File: src/hw/rtl/sri_pkg.sv
package sri_pkg;

  // Rectangle corner order used for the orientation signs
  localparam int NUM_CORNERS = 4;
  localparam int CORNER_LT   = 0;
  localparam int CORNER_LB   = 1;
  localparam int CORNER_RB   = 2;
  localparam int CORNER_RT   = 3;

  // Configuration register indexes
  typedef logic [1:0] cfg_idx_t;
  localparam cfg_idx_t REG_RECT_LEFT   = 2'd0;
  localparam cfg_idx_t REG_RECT_TOP    = 2'd1;
  localparam cfg_idx_t REG_RECT_RIGHT  = 2'd2;
  localparam cfg_idx_t REG_RECT_BOTTOM = 2'd3;

  // Result bus: one flag padded to a byte
  localparam int OUT_TDATA_W = 8;

  // Early decisions made from plain compares in the first stage.
  // sep_* is set when both segment endpoints lie strictly on one side
  // of that (non-degenerate) rectangle edge line.
  typedef struct packed {
    logic pt_inside;
    logic sep_left;
    logic sep_bottom;
    logic sep_right;
    logic sep_top;
  } edge_flags_t;

  // Strict sign of each corner's cross product against the segment
  typedef struct packed {
    logic [NUM_CORNERS-1:0] pos;
    logic [NUM_CORNERS-1:0] neg;
  } corner_sign_t;

endpackage

File: src/hw/rtl/sri_prep.sv
module sri_prep #(
  parameter int COORD_BITS = 16
) (
  input  logic                         clk,
  input  logic                         en,
  input  logic signed [COORD_BITS-1:0] start_x,
  input  logic signed [COORD_BITS-1:0] start_y,
  input  logic signed [COORD_BITS-1:0] end_x,
  input  logic signed [COORD_BITS-1:0] end_y,
  input  logic signed [COORD_BITS-1:0] rect_left,
  input  logic signed [COORD_BITS-1:0] rect_top,
  input  logic signed [COORD_BITS-1:0] rect_right,
  input  logic signed [COORD_BITS-1:0] rect_bottom,
  output logic signed [COORD_BITS:0]   dx_r,
  output logic signed [COORD_BITS:0]   dy_r,
  output logic signed [COORD_BITS:0]   dyt_r,
  output logic signed [COORD_BITS:0]   dyb_r,
  output logic signed [COORD_BITS:0]   dxl_r,
  output logic signed [COORD_BITS:0]   dxr_r,
  output sri_pkg::edge_flags_t         flags_r
);
  import sri_pkg::*;

  localparam int D = COORD_BITS + 1;

  logic [D-1:0] sx_e, sy_e, ex_e, ey_e, l_e, t_e, r_e, b_e;
  logic         in_s, in_e;
  edge_flags_t  flags_nxt;

  // Sign-extend one bit so every difference is exact
  assign sx_e = {start_x[COORD_BITS-1], start_x};
  assign sy_e = {start_y[COORD_BITS-1], start_y};
  assign ex_e = {end_x[COORD_BITS-1], end_x};
  assign ey_e = {end_y[COORD_BITS-1], end_y};
  assign l_e  = {rect_left[COORD_BITS-1], rect_left};
  assign t_e  = {rect_top[COORD_BITS-1], rect_top};
  assign r_e  = {rect_right[COORD_BITS-1], rect_right};
  assign b_e  = {rect_bottom[COORD_BITS-1], rect_bottom};

  // Inclusive point-in-rectangle for both endpoints
  assign in_s = (start_x >= rect_left) && (start_x <= rect_right) &&
                (start_y >= rect_top)  && (start_y <= rect_bottom);
  assign in_e = (end_x >= rect_left) && (end_x <= rect_right) &&
                (end_y >= rect_top)  && (end_y <= rect_bottom);

  // Axis-aligned edges: endpoint orientation reduces to a compare
  always_comb begin
    flags_nxt.pt_inside  = in_s || in_e;
    flags_nxt.sep_left   = (rect_bottom != rect_top) &&
                           (((start_x < rect_left) && (end_x < rect_left)) ||
                            ((start_x > rect_left) && (end_x > rect_left)));
    flags_nxt.sep_right  = (rect_bottom != rect_top) &&
                           (((start_x < rect_right) && (end_x < rect_right)) ||
                            ((start_x > rect_right) && (end_x > rect_right)));
    flags_nxt.sep_bottom = (rect_right != rect_left) &&
                           (((start_y < rect_bottom) && (end_y < rect_bottom)) ||
                            ((start_y > rect_bottom) && (end_y > rect_bottom)));
    flags_nxt.sep_top    = (rect_right != rect_left) &&
                           (((start_y < rect_top) && (end_y < rect_top)) ||
                            ((start_y > rect_top) && (end_y > rect_top)));
  end

  // Stage 1 registers
  always_ff @(posedge clk) begin
    if (en) begin
      dx_r    <= ex_e - sx_e;
      dy_r    <= ey_e - sy_e;
      dyt_r   <= t_e - sy_e;
      dyb_r   <= b_e - sy_e;
      dxl_r   <= l_e - sx_e;
      dxr_r   <= r_e - sx_e;
      flags_r <= flags_nxt;
    end
  end

endmodule

File: config.mk
export PLATFORM = sky130hd
export DESIGN_NAME = sri_prep
export DESIGN_NICKNAME = d
export VERILOG_FILES = /design/src/hw/rtl/sri_pkg.sv /design/src/hw/rtl/sri_prep.sv
export SDC_FILE = /design/constraint.sdc
export NUM_CORES = 1
export LEC_CHECK = 0
export ABC_AREA = 1
export BUFFER_PORTS_ARGS = -buffer_cell sky130_fd_sc_hd__buf_2
export CAP_MARGIN = 20
export CORE_ASPECT_RATIO = 0.8
export CORE_MARGIN = 4
export CORE_UTILIZATION = 54
export CTS_CLUSTER_DIAMETER = 60
export DETAILED_ROUTE_END_ITERATION = 12
export PLACE_DENSITY = 0.8
export SKIP_LAST_GASP = 1
export SYNTH_ARGS = -nofsm -noshare
export SYNTH_HDL_FRONTEND = slang
export SYNTH_SLANG_ARGS = --single-unit
File: constraint.sdc
create_clock -name clk -period 4.6 [get_ports clk]
set_clock_uncertainty 0.15 [all_clocks]
set_input_delay 0.46 -clock clk [delete_from_list [all_inputs] [get_ports clk]]
set_output_delay 0.46 -clock clk [all_outputs]
set_load 0.05 [all_outputs]
==> results.json <==
{
  "syn_area_per_cell_um2": 7.92,
  "htree_levels": 3,
  "cellLeakagePower_nw": 6.65,
  "power.density_nw_per_um2": 318,
  "ios": 237,
  "cp_num_buf_inv": 5,
  "dr.first_iter.drc_count": 1062,
  "coreArea_um2": 19000,
  "route.detailed.drc": 0,
  "ys.warnings.count": 0,
  "post-route-period-util": 0.548,
  "ys_top_cells_by_area": "edfxtp_1 31%, ha_1 20%, nand2_1 12%, inv_1 8.9%, xor2_1 7.0%",
  "holdPathEnd": "dy_r[0]",
  "wirelength_um": 31100,
  "critPathSlowestCell": "nor3_1",
  "crit_required_ns": 4.58,
  "cts_buffers": 9,
  "syn_nets": 1617,
  "crit_path_start_kind": "primary input",
  "p_comb_frac": 0.454,
  "die_h_um": 132,
  "seq_area_um2": 3210,
  "gp_routability_congestion": 1.00,
  "post-cts-setup-buffer-count": 0,
  "cap_violations": 0,
  "switching_share": 0.446,
  "fmax_mhz": 397,
  "netlist_instances": 1317,
  "initial_utilization": 0.550,
  "cp_top_family": "simple AND/OR/NAND/NOR gates",
  "vias_per_cell": 5.35,
  "drv_slew": 0,
  "fin_setup_tns_ns": 0,
  "final_hold_viol_count": 0,
  "grt_pass1_wl_um": 48200,
  "path_class": "in2reg",
  "die_area_um2": 21600,
  "grt_use_total": 0.283,
  "yosysTopAreaCell": "edfxtp_1",
  "crit_chain": "buf_2, inv_1, ha_1, inv_1, nor2_1, inv_1, nor3_1, nand4_1, nand2_1, nand2_1, inv_1, nor2_1",
  "port_buffers": 236,
  "rows": 45,
  "clockPowerShare": 0.203,
  "clkTransAtPathRegs_ns": 0.08,
  "vdd_drop_max_uv": 235,
  "cp.depth": 12,
  "hpwlAfterDp_um": 25800,
  "setup_viol": 0,
  "wl_per_cell_um": 17.0,
  "cts_tree": "done",
  "maxSlewHeadroom": 0.301,
  "hold_depth": 3,
  "cts_resized": 0,
  "die-width_um": 163,
  "drive_gt1_frac": 0.175,
  "grt_max_degree": 76,
  "crit_fanout": 5,
  "grt_overflow": 0,
  "firstDrtPassIters": 6,
  "vias": 9793,
  "nets": 1865,
  "cts_max_path_buffers": 2,
  "final_area_um2": 12200,
  "layout_common_cells": "332 x nand2_1, 248 x inv_1, 235 x buf_2",
  "final_common_cell": "nand2_1",
  "postPlaceCellArea_um2": 12000,
  "ant_nets": 0,
  "first_global_vias": 9080,
  "cts_root_buffer": "clkbuf_16",
  "slowest_delay_ns": 0.42,
  "worstMarginPinSlew_ns": 1.05,
  "grt_setup_unrepaired": "false",
  "intPower_w": 0.00215,
  "netlist_area_um2": 10400,
  "multi_input_area_um2": 6290,
  "synth.top_cell.area_share": 0.308,
  "status": "completed",
  "antenna_found_initial": 1,
  "area_growth_pct": 17.2,
  "nFillCells": 1711,
  "min_from": "start_y[0]",
  "seqPwrFrac": 0.343,
  "cts.sinks": 107,
  "endpoint_kind": "register",
  "cts_hold_buffers": 0,
  "ys_seq_elements": 107,
  "hold_path_class": "in2reg",
  "power_switching_w": 0.00173,
  "fin_crit_ns": 2.52,
  "ys_types": 29,
  "ys_seq_area_frac": 0.308,
  "worst-endpoint-arrival_ns": 2.50,
  "path_common_cell": "inv_1"
}
==> synthesized netlist by cell type (all sizes together) <==
| cell type | instances |
|---|---|
| a21boi | 4 |
| a21o | 9 |
| a21oi | 106 |
| a31o | 3 |
| a31oi | 6 |
| and3 | 1 |
| edfxtp | 107 |
| fa | 6 |
| ha | 164 |
| inv | 248 |
| mux2i | 2 |
| nand2 | 335 |
| nand3 | 46 |
| nand3b | 6 |
| nand4 | 18 |
| nor2 | 68 |
| nor3 | 22 |
| nor4 | 8 |
| o21a | 2 |
| o21ai | 23 |
| o21bai | 21 |
| o311ai | 4 |
| xnor2 | 25 |
| xor2 | 83 |
==> per-layer routing <==
metal  up-vias  global-route usage  routed length (um)
li1       4848                   -                   -
met1      4439               0.444               15000
met2       470               0.391               12200
met3        36              0.0713                3380
met4         0              0.0596                 467
met5         -                   0                   0
==> logic make-up after synthesis <==
family,Yosys count,share of synthesized area
XOR/XNOR,108,0.0906
flip-flops,107,0.308
AND/OR/NAND/NOR,504,0.200
multiplexers,2,0.00192
buffers and inverters,248,0.0892
adder cells (fa/ha/maj),170,0.208
AO/OA/AOI/OAI,178,0.102
==> area by class of cell <==
class,instances,share of cell area
diodes,1,0.000205
inverters,248,0.0761
clock buffers,10,0.0187
repair buffers,237,0.0974
clock inverters,6,0.00399
multi-input cells,962,0.514
well taps,258,0.0264
flip-flops and latches,107,0.263
==> through the flow <==
stage          worst slack [ns]  hold slack (ns)   util  cells  power [W]
4_1_cts                    2.16            0.368  0.644   1828    0.00388
3_3_place_gp               1.83            0.750  0.630   1812    0.00307
5_1_grt                    1.84            0.395  0.645   1829    0.00409
3_5_place_dp               1.78            0.760  0.630   1812    0.00309
6_report                   2.08            0.376  0.645   1829    0.00388
2_1_floorplan              2.29            0.422      -   1317    0.00261
==> sequential cells by signal, summed over array words and instances (netlist names) <==
name     cells
dx_r        17
dxl_r       17
dxr_r       17
dy_r        17
dyb_r       17
dyt_r       17
flags_r      5
==> how the worst max path moves through the flow <==
stage | start | to | slack [ns]
2_1_floorplan | end_x[0] | dx_r[10] | 2.29
3_3_place_gp | start_x[15] | flags_r[1] | 1.83
3_5_place_dp | start_x[15] | flags_r[1] | 1.78
4_1_cts | start_x[15] | flags_r[1] | 2.16
5_1_grt | start_x[15] | flags_r[1] | 1.84
6_report | start_x[15] | flags_r[1] | 2.08
==> power groups by stage <==
stage               Clock (W)  Combinational [W]  Sequential [W]
floorplan                   0           0.000702         0.00191
global placement            0            0.00172         0.00135
detailed placement          0            0.00174         0.00135
CTS                  0.000795            0.00175         0.00133
global route         0.000834            0.00191         0.00135
finish               0.000788            0.00177         0.00133
(Power assumes the default switching activity.)
